## config.mk

```make
export PLATFORM = sky130hd
export DESIGN_NAME = path_follow_steer_accel_ctrl
export DESIGN_NICKNAME = d
export VERILOG_FILES = /design/src/pfsac_pkg.sv /design/src/path_follow_steer_accel_ctrl.sv
export SDC_FILE = /design/constraint.sdc
export NUM_CORES = 2
export LEC_CHECK = 0
export BUFFER_PORTS_ARGS = -buffer_cell sky130_fd_sc_hd__buf_2
export CELL_PAD_IN_SITES_DETAIL_PLACEMENT = 1
export CELL_PAD_IN_SITES_GLOBAL_PLACEMENT = 2
export CORE_UTILIZATION = 43
export DETAILED_ROUTE_END_ITERATION = 12
export PLACE_DENSITY_LB_ADDON = 0.25
export SYNTH_ARGS = -nofsm -noshare
export SYNTH_HDL_FRONTEND = slang
export SYNTH_SLANG_ARGS = --single-unit
```

## constraint.sdc

```tcl
create_clock -name clk -period 11.26 [get_ports clk]
set_clock_uncertainty 0.15 [all_clocks]
set_input_delay 0 -clock clk [delete_from_list [all_inputs] [get_ports clk]]
set_output_delay 0 -clock clk [all_outputs]
set_load 0.02 [all_outputs]
```

## src/pfsac_pkg.sv

```systemverilog
// Shared constants and types for the path-following steering and acceleration controller.
`timescale 1ns / 1ps
`default_nettype none

package pfsac_pkg;

  // Field widths of the request and result items.
  localparam int SPEED_W   = 15;
  localparam int LAT_W     = 16;
  localparam int YAW_W     = 13;
  localparam int STEER_W   = 11;
  localparam int ACCEL_W   = 12;

  // Packed stream widths, padded to whole bytes.
  localparam int IN_TDATA_W  = 64;
  localparam int OUT_TDATA_W = 40;

  // Configuration port.
  localparam int APB_ADDR_W = 4;
  localparam int APB_DATA_W = 32;

  // Internal arithmetic widths.
  localparam int LC_W     = 16;  // look-ahead distance, up to 49452 cm
  localparam int LATD_W   = 17;  // lateral deviation minus offset
  localparam int PROD_W   = 30;  // heading error times look-ahead
  localparam int LAT100_W = 24;  // lateral deviation times 100
  localparam int SUM_W    = 31;  // numerator before the gain
  localparam int LC2_W    = 32;  // look-ahead squared
  localparam int DVD_W    = 41;  // numerator magnitude times 800
  localparam int CMP_W    = 44;  // divisor shifted by up to eleven places
  localparam int QUO_W    = 12;  // quotient bits kept before clamping
  localparam int ACCR_W   = 19;  // acceleration before clamping

  // Pipeline shape: four arithmetic stages, six divider stages, one output stage.
  localparam int DIV_STAGES = 6;
  localparam int DIV_FIRST  = 4;
  localparam int NUM_STAGES = DIV_FIRST + DIV_STAGES + 1;

  // Output limits and fixed gains.
  localparam int STEER_LIMIT = 600;
  localparam int ACCEL_LIMIT = 2000;
  localparam int LC_BASE     = 300;

  // Register indexes on the configuration port.
  typedef enum logic [1:0] {
    REG_USE_EXT    = 2'd0,
    REG_EXT_SPEED  = 2'd1,
    REG_LAT_OFFSET = 2'd2
  } cfg_reg_e_t;

  // Results that are ready early and ride alongside the divider.
  typedef struct packed {
    logic signed [SPEED_W-1:0] speed;
    logic signed [ACCEL_W-1:0] accel;
    logic                      neg;
  } sidecar_t;

endpackage

`default_nettype wire

```

## src/path_follow_steer_accel_ctrl.sv

```systemverilog
// Pipelined steering and acceleration command unit with an APB-style register port.
`timescale 1ns / 1ps
`default_nettype none
// Throughput: one request per cycle unless m_tready stalls the pipeline; the steering quotient is found by a six-stage
// restoring divider that settles two quotient bits per stage.
// Each stage holds its item only while the next one is full and stalled, so bubbles close up.
// Reset (rst, synchronous) empties the pipeline and clears all three registers to zero.

module path_follow_steer_accel_ctrl (
  input  wire logic                                 clk,
  input  wire logic                                 rst,
  // s_tdata: ego_speed[14:0], lateral_error_raw[30:15], heading_error[43:31],
  // path_speed[58:44], zero padding above
  input  wire logic                                 s_tvalid,
  output logic                                      s_tready,
  input  wire logic [pfsac_pkg::IN_TDATA_W-1:0]     s_tdata,
  // m_tdata: steer_command[10:0], speed_command[25:11], accel_command[37:26],
  // zero padding above
  output logic                                      m_tvalid,
  input  wire logic                                 m_tready,
  output logic [pfsac_pkg::OUT_TDATA_W-1:0]         m_tdata,
  input  wire logic                                 psel,
  input  wire logic                                 penable,
  input  wire logic                                 pwrite,
  input  wire logic [pfsac_pkg::APB_ADDR_W-1:0]     paddr,
  input  wire logic [pfsac_pkg::APB_DATA_W-1:0]     pwdata,
  output logic [pfsac_pkg::APB_DATA_W-1:0]          prdata,
  output logic                                      pready
);

  import pfsac_pkg::*;

  localparam int LAST = NUM_STAGES - 1;

  // Configuration registers.
  logic                      use_ext;
  logic signed [SPEED_W-1:0] ext_speed;
  logic signed [LAT_W-1:0]   lat_offset;
  logic                      cfg_wr;
  cfg_reg_e_t                cfg_sel;

  assign pready  = 1'b1;
  assign cfg_wr  = psel && penable && pwrite && pready;
  assign cfg_sel = cfg_reg_e_t'(paddr[3:2]);

  // Register writes.
  always_ff @(posedge clk) begin
    if (rst) begin
      use_ext    <= 1'b0;
      ext_speed  <= '0;
      lat_offset <= '0;
    end else if (cfg_wr) begin
      case (cfg_sel)
        REG_USE_EXT:    use_ext    <= pwdata[0];
        REG_EXT_SPEED:  ext_speed  <= pwdata[SPEED_W-1:0];
        REG_LAT_OFFSET: lat_offset <= pwdata[LAT_W-1:0];
        default: ;
      endcase
    end
  end

  // Register reads.
  always_comb begin
    case (cfg_sel)
      REG_USE_EXT:    prdata = {{(APB_DATA_W-1){1'b0}}, use_ext};
      REG_EXT_SPEED:  prdata = {{(APB_DATA_W-SPEED_W){1'b0}}, ext_speed};
      REG_LAT_OFFSET: prdata = {{(APB_DATA_W-LAT_W){1'b0}}, lat_offset};
      default:        prdata = '0;
    endcase
  end

  // Stage occupancy and advance chain.
  logic [NUM_STAGES-1:0] vld;
  logic [NUM_STAGES-1:0] adv;

  assign adv[LAST] = !vld[LAST] || m_tready;
  for (genvar k = 0; k < LAST; k++) begin : g_adv
    assign adv[k] = !vld[k] || adv[k+1];
  end

  assign s_tready = adv[0];
  assign m_tvalid = vld[LAST];

  always_ff @(posedge clk) begin
    if (rst) begin
      vld <= '0;
    end else begin
      for (int k = 0; k < NUM_STAGES; k++) begin
        if (adv[k]) begin
          vld[k] <= (k == 0) ? s_tvalid : vld[(k == 0) ? 0 : k - 1];
        end
      end
    end
  end

  // Request fields.
  logic signed [SPEED_W-1:0] in_ego;
  logic signed [LAT_W-1:0]   in_lat;
  logic signed [YAW_W-1:0]   in_yaw;
  logic signed [SPEED_W-1:0] in_path;

  assign in_ego  = s_tdata[14:0];
  assign in_lat  = s_tdata[30:15];
  assign in_yaw  = s_tdata[43:31];
  assign in_path = s_tdata[58:44];

  // Stage 1: look-ahead distance, offset deviation, speed target and acceleration.
  logic [SPEED_W-1:0]         abs_v;
  logic [LC_W-1:0]            lc_c;
  logic signed [LATD_W-1:0]   latd_c;
  logic signed [SPEED_W-1:0]  target_c;
  logic signed [SPEED_W:0]    diff_c;
  logic signed [ACCR_W-1:0]   diff_x;
  logic signed [ACCR_W-1:0]   acc_raw;
  logic signed [ACCEL_W-1:0]  acc_c;

  assign abs_v    = in_ego[SPEED_W-1] ? (~in_ego + 1'b1) : in_ego;
  assign lc_c     = ({1'b0, abs_v} << 1) + {1'b0, abs_v} + LC_W'(LC_BASE);
  assign latd_c   = {in_lat[LAT_W-1], in_lat} - {lat_offset[LAT_W-1], lat_offset};
  assign target_c = use_ext ? ext_speed : in_path;
  assign diff_c   = {in_ego[SPEED_W-1], in_ego} - {target_c[SPEED_W-1], target_c};
  assign diff_x   = {{(ACCR_W-SPEED_W-1){diff_c[SPEED_W]}}, diff_c};
  assign acc_raw  = -((diff_x <<< 2) + diff_x);

  always_comb begin
    if (acc_raw > ACCR_W'(ACCEL_LIMIT)) begin
      acc_c = ACCEL_W'(ACCEL_LIMIT);
    end else if (acc_raw < -ACCR_W'(ACCEL_LIMIT)) begin
      acc_c = -ACCEL_W'(ACCEL_LIMIT);
    end else begin
      acc_c = acc_raw[ACCEL_W-1:0];
    end
  end

  logic [LC_W-1:0]          s1_lc;
  logic signed [LATD_W-1:0] s1_lat;
  logic signed [YAW_W-1:0]  s1_yaw;
  sidecar_t                 side [LAST];

  always_ff @(posedge clk) begin
    if (adv[0]) begin
      s1_lc         <= lc_c;
      s1_lat        <= latd_c;
      s1_yaw        <= in_yaw;
      side[0].speed <= target_c;
      side[0].accel <= acc_c;
      side[0].neg   <= 1'b0;
    end
  end

  // Stage 2: the three products.
  logic signed [PROD_W-1:0]   s2_prod;
  logic signed [LAT100_W-1:0] s2_lat100;
  logic [LC2_W-1:0]           s2_lc2;
  logic signed [LC_W:0]       lc_s;

  assign lc_s = {1'b0, s1_lc};

  always_ff @(posedge clk) begin
    if (adv[1]) begin
      s2_prod   <= s1_yaw * lc_s;
      s2_lat100 <= s1_lat * LAT100_W'(100);
      s2_lc2    <= s1_lc * s1_lc;
    end
  end

  // Stage 3: numerator before the gain.
  logic signed [SUM_W-1:0] s3_sum;
  logic [LC2_W-1:0]        s3_lc2;

  always_ff @(posedge clk) begin
    if (adv[2]) begin
      s3_sum <= {{(SUM_W-LAT100_W){s2_lat100[LAT100_W-1]}}, s2_lat100}
              + {{(SUM_W-PROD_W){s2_prod[PROD_W-1]}}, s2_prod};
      s3_lc2 <= s2_lc2;
    end
  end

  // Stage 4: sign of the quotient and dividend magnitude times 800.
  logic [SUM_W-1:0] abs_sum;
  logic [DVD_W-1:0] abs_ext;
  logic [DVD_W-1:0] s4_mag;
  logic [LC2_W-1:0] s4_lc2;

  assign abs_sum = s3_sum[SUM_W-1] ? (~s3_sum + 1'b1) : s3_sum;
  assign abs_ext = {{(DVD_W-SUM_W){1'b0}}, abs_sum};

  always_ff @(posedge clk) begin
    if (adv[3]) begin
      s4_mag <= (abs_ext << 9) + (abs_ext << 8) + (abs_ext << 5);
      s4_lc2 <= s3_lc2;
    end
  end

  // Sidecar moves along with the arithmetic; the sign is filled in at stage 4.
  for (genvar k = 1; k < LAST; k++) begin : g_side
    always_ff @(posedge clk) begin
      if (adv[k]) begin
        side[k].speed <= side[k-1].speed;
        side[k].accel <= side[k-1].accel;
        side[k].neg   <= (k == DIV_FIRST - 1) ? (s3_sum > 0) : side[k-1].neg;
      end
    end
  end

  // Stages 5 to 10: restoring divider, two quotient bits per stage, MSB first.
  logic [DVD_W-1:0] rem_r [DIV_STAGES];
  logic [QUO_W-1:0] quo_r [DIV_STAGES];
  logic [LC2_W-1:0] dvs_r [DIV_STAGES];

  for (genvar j = 0; j < DIV_STAGES; j++) begin : g_div
    localparam int SH0 = QUO_W - 1 - 2 * j;
    localparam int SH1 = SH0 - 1;

    logic [DVD_W-1:0] rem_in;
    logic [QUO_W-1:0] quo_in;
    logic [LC2_W-1:0] dvs_in;
    logic [CMP_W-1:0] dsh0;
    logic [CMP_W-1:0] dsh1;
    logic [CMP_W-1:0] diff0;
    logic [CMP_W-1:0] diff1;
    logic [DVD_W-1:0] rem_mid;
    logic [DVD_W-1:0] rem_out;
    logic             ge0;
    logic             ge1;

    if (j == 0) begin : g_first
      assign rem_in = s4_mag;
      assign quo_in = '0;
      assign dvs_in = s4_lc2;
    end else begin : g_rest
      assign rem_in = rem_r[j-1];
      assign quo_in = quo_r[j-1];
      assign dvs_in = dvs_r[j-1];
    end

    // First trial subtraction.
    assign dsh0    = {{(CMP_W-LC2_W){1'b0}}, dvs_in} << SH0;
    assign diff0   = {{(CMP_W-DVD_W){1'b0}}, rem_in} - dsh0;
    assign ge0     = {{(CMP_W-DVD_W){1'b0}}, rem_in} >= dsh0;
    assign rem_mid = ge0 ? diff0[DVD_W-1:0] : rem_in;

    // Second trial subtraction.
    assign dsh1    = {{(CMP_W-LC2_W){1'b0}}, dvs_in} << SH1;
    assign diff1   = {{(CMP_W-DVD_W){1'b0}}, rem_mid} - dsh1;
    assign ge1     = {{(CMP_W-DVD_W){1'b0}}, rem_mid} >= dsh1;
    assign rem_out = ge1 ? diff1[DVD_W-1:0] : rem_mid;

    always_ff @(posedge clk) begin
      if (adv[DIV_FIRST + j]) begin
        rem_r[j] <= rem_out;
        quo_r[j] <= {quo_in[QUO_W-3:0], ge0, ge1};
        dvs_r[j] <= dvs_in;
      end
    end
  end

  // Stage 11: clamp, sign and result register.
  logic [QUO_W-1:0]          quo_fin;
  logic [STEER_W-2:0]        steer_mag;
  logic signed [STEER_W-1:0] steer_c;
  logic signed [STEER_W-1:0] out_steer;
  logic signed [SPEED_W-1:0] out_speed;
  logic signed [ACCEL_W-1:0] out_accel;

  assign quo_fin   = quo_r[DIV_STAGES-1];
  assign steer_mag = (quo_fin > QUO_W'(STEER_LIMIT)) ? (STEER_W-1)'(STEER_LIMIT)
                                                     : quo_fin[STEER_W-2:0];
  assign steer_c   = side[LAST-1].neg ? -{1'b0, steer_mag} : {1'b0, steer_mag};

  always_ff @(posedge clk) begin
    if (adv[LAST]) begin
      out_steer <= steer_c;
      out_speed <= side[LAST-1].speed;
      out_accel <= side[LAST-1].accel;
    end
  end

  assign m_tdata = {{(OUT_TDATA_W-STEER_W-SPEED_W-ACCEL_W){1'b0}},
                    out_accel, out_speed, out_steer};

  // Checks on the datapath limits and the advance chain.
  a_steer_range: assert property (@(posedge clk) disable iff (rst)
    m_tvalid |-> (out_steer <= STEER_W'(STEER_LIMIT)) && (out_steer >= -STEER_W'(STEER_LIMIT)))
    else $error("steering command outside its limit");

  a_accel_range: assert property (@(posedge clk) disable iff (rst)
    m_tvalid |-> (out_accel <= ACCEL_W'(ACCEL_LIMIT)) && (out_accel >= -ACCEL_W'(ACCEL_LIMIT)))
    else $error("acceleration command outside its limit");

  a_ready_when_drained: assert property (@(posedge clk) disable iff (rst)
    !m_tvalid |-> s_tready)
    else $error("input stalled while the result stage is empty");

  a_accept_enters: assert property (@(posedge clk) disable iff (rst)
    (s_tvalid && s_tready) |=> vld[0])
    else $error("accepted request did not enter the first stage");

endmodule

`default_nettype wire
```

# Word-level counts from Yosys, hierarchy flattened
# Memories as Yosys holds them, arrays and structs flattened.
# Index checks and enable logic that the tools add are counted.
# op_classes
order_cmp	16
add_sub_neg	24
n_bitwise	2
n_eq_ne	2
n_mux	40
mul	3
n_reduce_logical	28
# ops
cell	n
$mux 41	12
$sub 41x41->41	3
$pmux 16 s3	1
$ge 41x43->1	1
$ge 41x42->1	1
$add 40x39->41	1
$add 41x36->41	1
$ge 41x32->1	1
$ge 41x33->1	1
$ge 41x34->1	1
$ge 41x35->1	1
$ge 41x36->1	1
$ge 41x37->1	1
$ge 41x38->1	1
$ge 41x39->1	1
$ge 41x40->1	1
$ge 41x41->1	1
$sub 41x32->41	1
$sub 41x33->41	1
$sub 41x34->41	1
$sub 41x35->41	1
$sub 41x36->41	1
$sub 41x37->41	1
$sub 41x38->41	1
other kinds (33)	78
# totals
ramBits	790
output_inout_bits	75
elab_cells	147
mem_count	4
regBits	347
inputBits	107
# memory_table
name	depth	word_bits	rd	rd_ports_with_merged_regs	write_ports	line_no	source
side	10	28	10	0	10	path_follow_steer_accel_ctrl.sv:138	sidecar_t side [LAST];
rem_r	6	41	5	0	6	path_follow_steer_accel_ctrl.sv:207	logic [DVD_W-1:0] rem_r [DIV_STAGES];
dvs_r	6	32	5	0	6	path_follow_steer_accel_ctrl.sv:209	logic [LC2_W-1:0] dvs_r [DIV_STAGES];
quo_r	6	12	6	0	6	path_follow_steer_accel_ctrl.sv:208	logic [QUO_W-1:0] quo_r [DIV_STAGES];

# Logic depth before layout (Yosys ltp)
# depth
ltp_word	14
ltp_mapped	31
mapped_depth_nobuf	28

# Worst setup path after synthesis
# Ideal clock, no wire load.
# synth_path
path_type	reg-to-reg
from	register vld[10]
to	register s1_lat[0], enable pin
t_required_ns	10.654
arrival_time_ns	9.848
path_buffers	0
setup_slack_ns	0.806
synth_period_minus_slack_ns	10.454
setup_ns	0.456
stages_incl_launch_ff	8
cell_sequence	dfxtp_1 -> nor2b_1 -> and2_1 -> and3_1 -> nand3_1 -> nor2_1 -> nand4_1 -> or2_2
# synth_between
elab_chain_cells	12
# synth_rtl
item	line_no	source
start, declared	path_follow_steer_accel_ctrl.sv:73	logic [NUM_STAGES-1:0] vld;
start signal, assigned by index	path_follow_steer_accel_ctrl.sv:90	vld[k] <= (k == 0) ? s_tvalid : vld[(k == 0) ? 0 : k - 1];
$logic_not 1->1	path_follow_steer_accel_ctrl.sv:76	assign adv[LAST] = !vld[LAST] || m_tready;
$logic_or 1x1->1	path_follow_steer_accel_ctrl.sv:76	
$logic_or 1x1->1 (5 in series)	path_follow_steer_accel_ctrl.sv:78	assign adv[k] = !vld[k] || adv[k+1];
net adv[5]	path_follow_steer_accel_ctrl.sv:74	logic [NUM_STAGES-1:0] adv;
$logic_or 1x1->1 (4 in series)	path_follow_steer_accel_ctrl.sv:78	
net adv[1]	path_follow_steer_accel_ctrl.sv:74	
$logic_or 1x1->1	path_follow_steer_accel_ctrl.sv:78	
net s_tready	path_follow_steer_accel_ctrl.sv:15	output logic s_tready,
end signal, assigned	path_follow_steer_accel_ctrl.sv:143	s1_lat <= latd_c;
end, declared	path_follow_steer_accel_ctrl.sv:136	logic signed [LATD_W-1:0] s1_lat;
# The timed path passes the listed nets, and every way through them passes these cells.
# A chain may end at the register's enable or synchronous reset.

==> run summary <==
Hold Path Stages: 5
Leading register cell type out of synthesis: edfxtp_1
Status: completed
Fin. Hold Viols: 0
Number of I/O port buffers: 139
Post-synth top area cell: edfxtp_1
Nets: 9,052
H-tree depth: 3
Pre-antenna DRT Iters: 5
Post-Synthesis Cells: 7,505
HPWL Detailed: 167,000 µm
I/O pins: 182
CTS clk-pin slew, worst paths: 0.06 ns
Grt total ovfl: 0
Mapped cell area: 0.0766 mm²
Post-synth EDFFs: 954
Clk_lat worst skew: 0.78 ns
Worst Path Buf+Inv: 3
Core Region: 0.176 mm²
Vias in the first global route: 59,600
ANT nets after route: 0
Worst path depth: 24
Slew Limit Fails: 0
Worst path arrival time: 9.02 ns
Area grow syn2layout: 11.3%
Residual DRC: 0
Highest clock rate: 115 MHz
CP delay by family, top: simple AND/OR/NAND/NOR gates
Post-synthesis async set-or-reset flop share: 0%
Initial antenna violation count: 3
Max cap viols: 0
Slowest cell on crit path: or4_2
Worst EP required: 11.57 ns
Fin Setup TNS: 0 ns
Share of cells above drive strength 1: 6.91%
Largest net degree at the start of global routing: 113
RSZ-0062 raised after global routing: no
Critical path type: reg2reg
Tot GR Track Use: 23.7%
Clock Path Buffers: 3
Top cell type's share of synthesized area: 37.4%
CTS buffer count: 107
Clock sinks: 997
Initial Utilization: 43.4%
Vias post-DR: 55,300
Final Wtd Congestion: 0.889
Slew Limit Headroom: 23.1%
Area of the multi-input gates: 0.0429 mm²
Top post-synthesis cells by area: edfxtp_1 (37%), ha_1 (13%), fa_1 (9.6%)
Final wirelength: 212,000 µm
Row count: 154
Seq/Total Area, Yosys: 38.5%
Die height: 424 µm
Crit path cell chain: inv_1, ha_1, and3_1, nand4_1, nor4_1, a21oi_1, and3_1, and3_1, buf_4, inv_2, nor2_1, nor2_1, ha_1, a21o_1, a21o_1, a21oi_1, and3b_1, nand4_1, nand2_1, o31ai_1, a211oi_1, a21oi_1, or4_2, mux2_1
Synth unique cells: 94
Final setup vio count: 0
Syn avg cell area: 10.2 µm²
Final cycle utilization of the critical path: 77.4%
Initial DRC count: 2,497
CTS tree: yes
Fillers: 19,600
Die W: 424 µm
Crit start category: register
CP max stage delay: 1.18 ns
Vias per cell: 5.41
DR WL/cell: 20.7 µm
Sequential cell area: 0.0295 mm²
CP max FO: 49
Clock Tree Root: clkbuf_16
Global-route wire length before repair: 335,000 µm
Synth Register Bits: 997
Worst reg2reg path depth: 24
Worst-Margin Slew: 1.15 ns
PostCTS Resize Cnt: 0
Worst hold path type: in2reg
Fin crit period: 8.71 ns
Worst setup EP type: register
Synth warn: 0
Die area: 0.180 mm²
[path summary, 6_finish.rpt]
| kind | startpoint | end | slack, ns |
|---|---|---|---|
| setup reg to reg | dvs_r[3][14] | rem_r[4][9] | 2.55 |
| setup / recovery | dvs_r[3][14] | rem_r[4][9] | 2.55 |
| hold reg to reg | quo_r[3][0] | quo_r[4][2] | 0.23 |
| hold / removal | s_tdata[2] | s1_lc[2] | 0.07 |
[worst reg2reg max path: stages, from the launching register on]
cell and delay (ns):
edfxtp_1 0.39, inv_1 0.09, ha_1 0.37, and3_1 0.22
nand4_1 0.21, nor4_1 0.90, a21oi_1 0.22, and3_1 0.28
and3_1 0.19, buf_4 0.26, inv_2 0.35, nor2_1 0.07
nor2_1 0.22, ha_1 0.32, a21o_1 0.19, a21o_1 0.17
a21oi_1 0.20, and3b_1 0.31, nand4_1 0.33, nand2_1 0.31
o31ai_1 0.20, a211oi_1 0.52, a21oi_1 0.28, or4_2 1.18
mux2_1 0.54
[sequential cells by signal, indices dropped and copies added, names as in the netlist, 30 cells and up]
register,flops
g_div.dvs_in,31
dvs_r,155
s3_sum,31
side,277
quo_r,42
rem_r,184
s2_prod,30
s2_lc2,31
s3_lc2,31
g_div.rem_in,36
[cells in the mapped netlist (33+ instances only)]
master and count:
edfxtp_1 954, inv_1 940, ha_1 782, nand2_1 613, a21oi_1 571, nor2_1 511
xnor2_1 377, fa_1 367, o21ai_0 317, a21o_1 204, and2_1 145, clkbuf_1 139
xor2_1 138, nor3_1 120, nand3_1 104, mux2_2 99, o21a_1 88, nor2b_1 86
nand2b_1 85, o21bai_1 62, nand4_1 59, and3_1 52, a211oi_1 46, a31oi_1 44
dfxtp_1 43, or3_1 39, o31ai_1 38, a21boi_0 33
[cell usage in the layout, fill, tap and decap left out, types with 99 or more instances in the layout]
cell type / count
buf_2: 139
fa_1: 367
mux2_2: 99
a21oi_1: 571
dlygate4sd3_1: 163
nand3_1: 102
nand2_1: 609
nor2_1: 510
nor3_1: 120
inv_1: 938
o21ai_0: 316
ha_1: 782
clkbuf_16: 107
a21o_1: 204
and2_1: 145
edfxtp_1: 954
xor2_1: 138
xnor2_1: 377
[metal layers]
| metal | wire [µm] | share of wire (%) | track usage, % | vias up |
|---|---|---|---|---|
| met5 | 0 | 0 | 0 | - |
| met4 | 7430 | 3.5 | 8.00 | 0 |
| met3 | 5290 | 2.5 | 2.36 | 267 |
| met2 | 107000 | 50 | 42.6 | 737 |
| met1 | 92700 | 44 | 29.4 | 27600 |
| li1 | - | - | - | 26800 |
[cells by family after synthesis]
group	after synthesis	synth area share (%)
buf+inv	1131	5.70
fa+ha+maj	1149	22.4
xor+xnor	515	5.89
other cells	2	0.00981
compound gates	1629	13.4
mux	152	2.21
simple gates	1930	11.9
flops	997	38.5
[stage by stage]
stage | setup WS (ns) | std cells | utilization (%) | hold slack [ns] | area [µm²]
floorplan | 0.806 | 7522 | - | -0.0511 | 76600
global placement | 2.57 | 9864 | 45.3 | 0.0266 | 79900
detailed placement | 2.55 | 9864 | 45.3 | 0.0283 | 79900
CTS | 2.48 | 10200 | 48.3 | 0.00258 | 85200
global route | 1.98 | 10200 | 48.3 | 0.0300 | 85200
finish | 2.55 | 10200 | 48.3 | 0.0669 | 85200
[area by class of cell]
class                      count  area share [%]
timing repair buffer         351            3.18
clock buffer                 127            3.30
clock inverter                74            1.00
antenna                        2         0.00587
multi-input combinational   5394            50.3
sequential                   997            34.6
inverter                     945            4.17
tap                         2340            3.44
[timing repair]
action / 4_1_cts / 5_1_grt
hold buffers: 163 / 0
buffers inserted: 0 / 0
hold endpoints to repair: 137 / 0
Power is not shown: default switching activity piles up to over one toggle a cycle in this logic, so the estimate is an artifact.
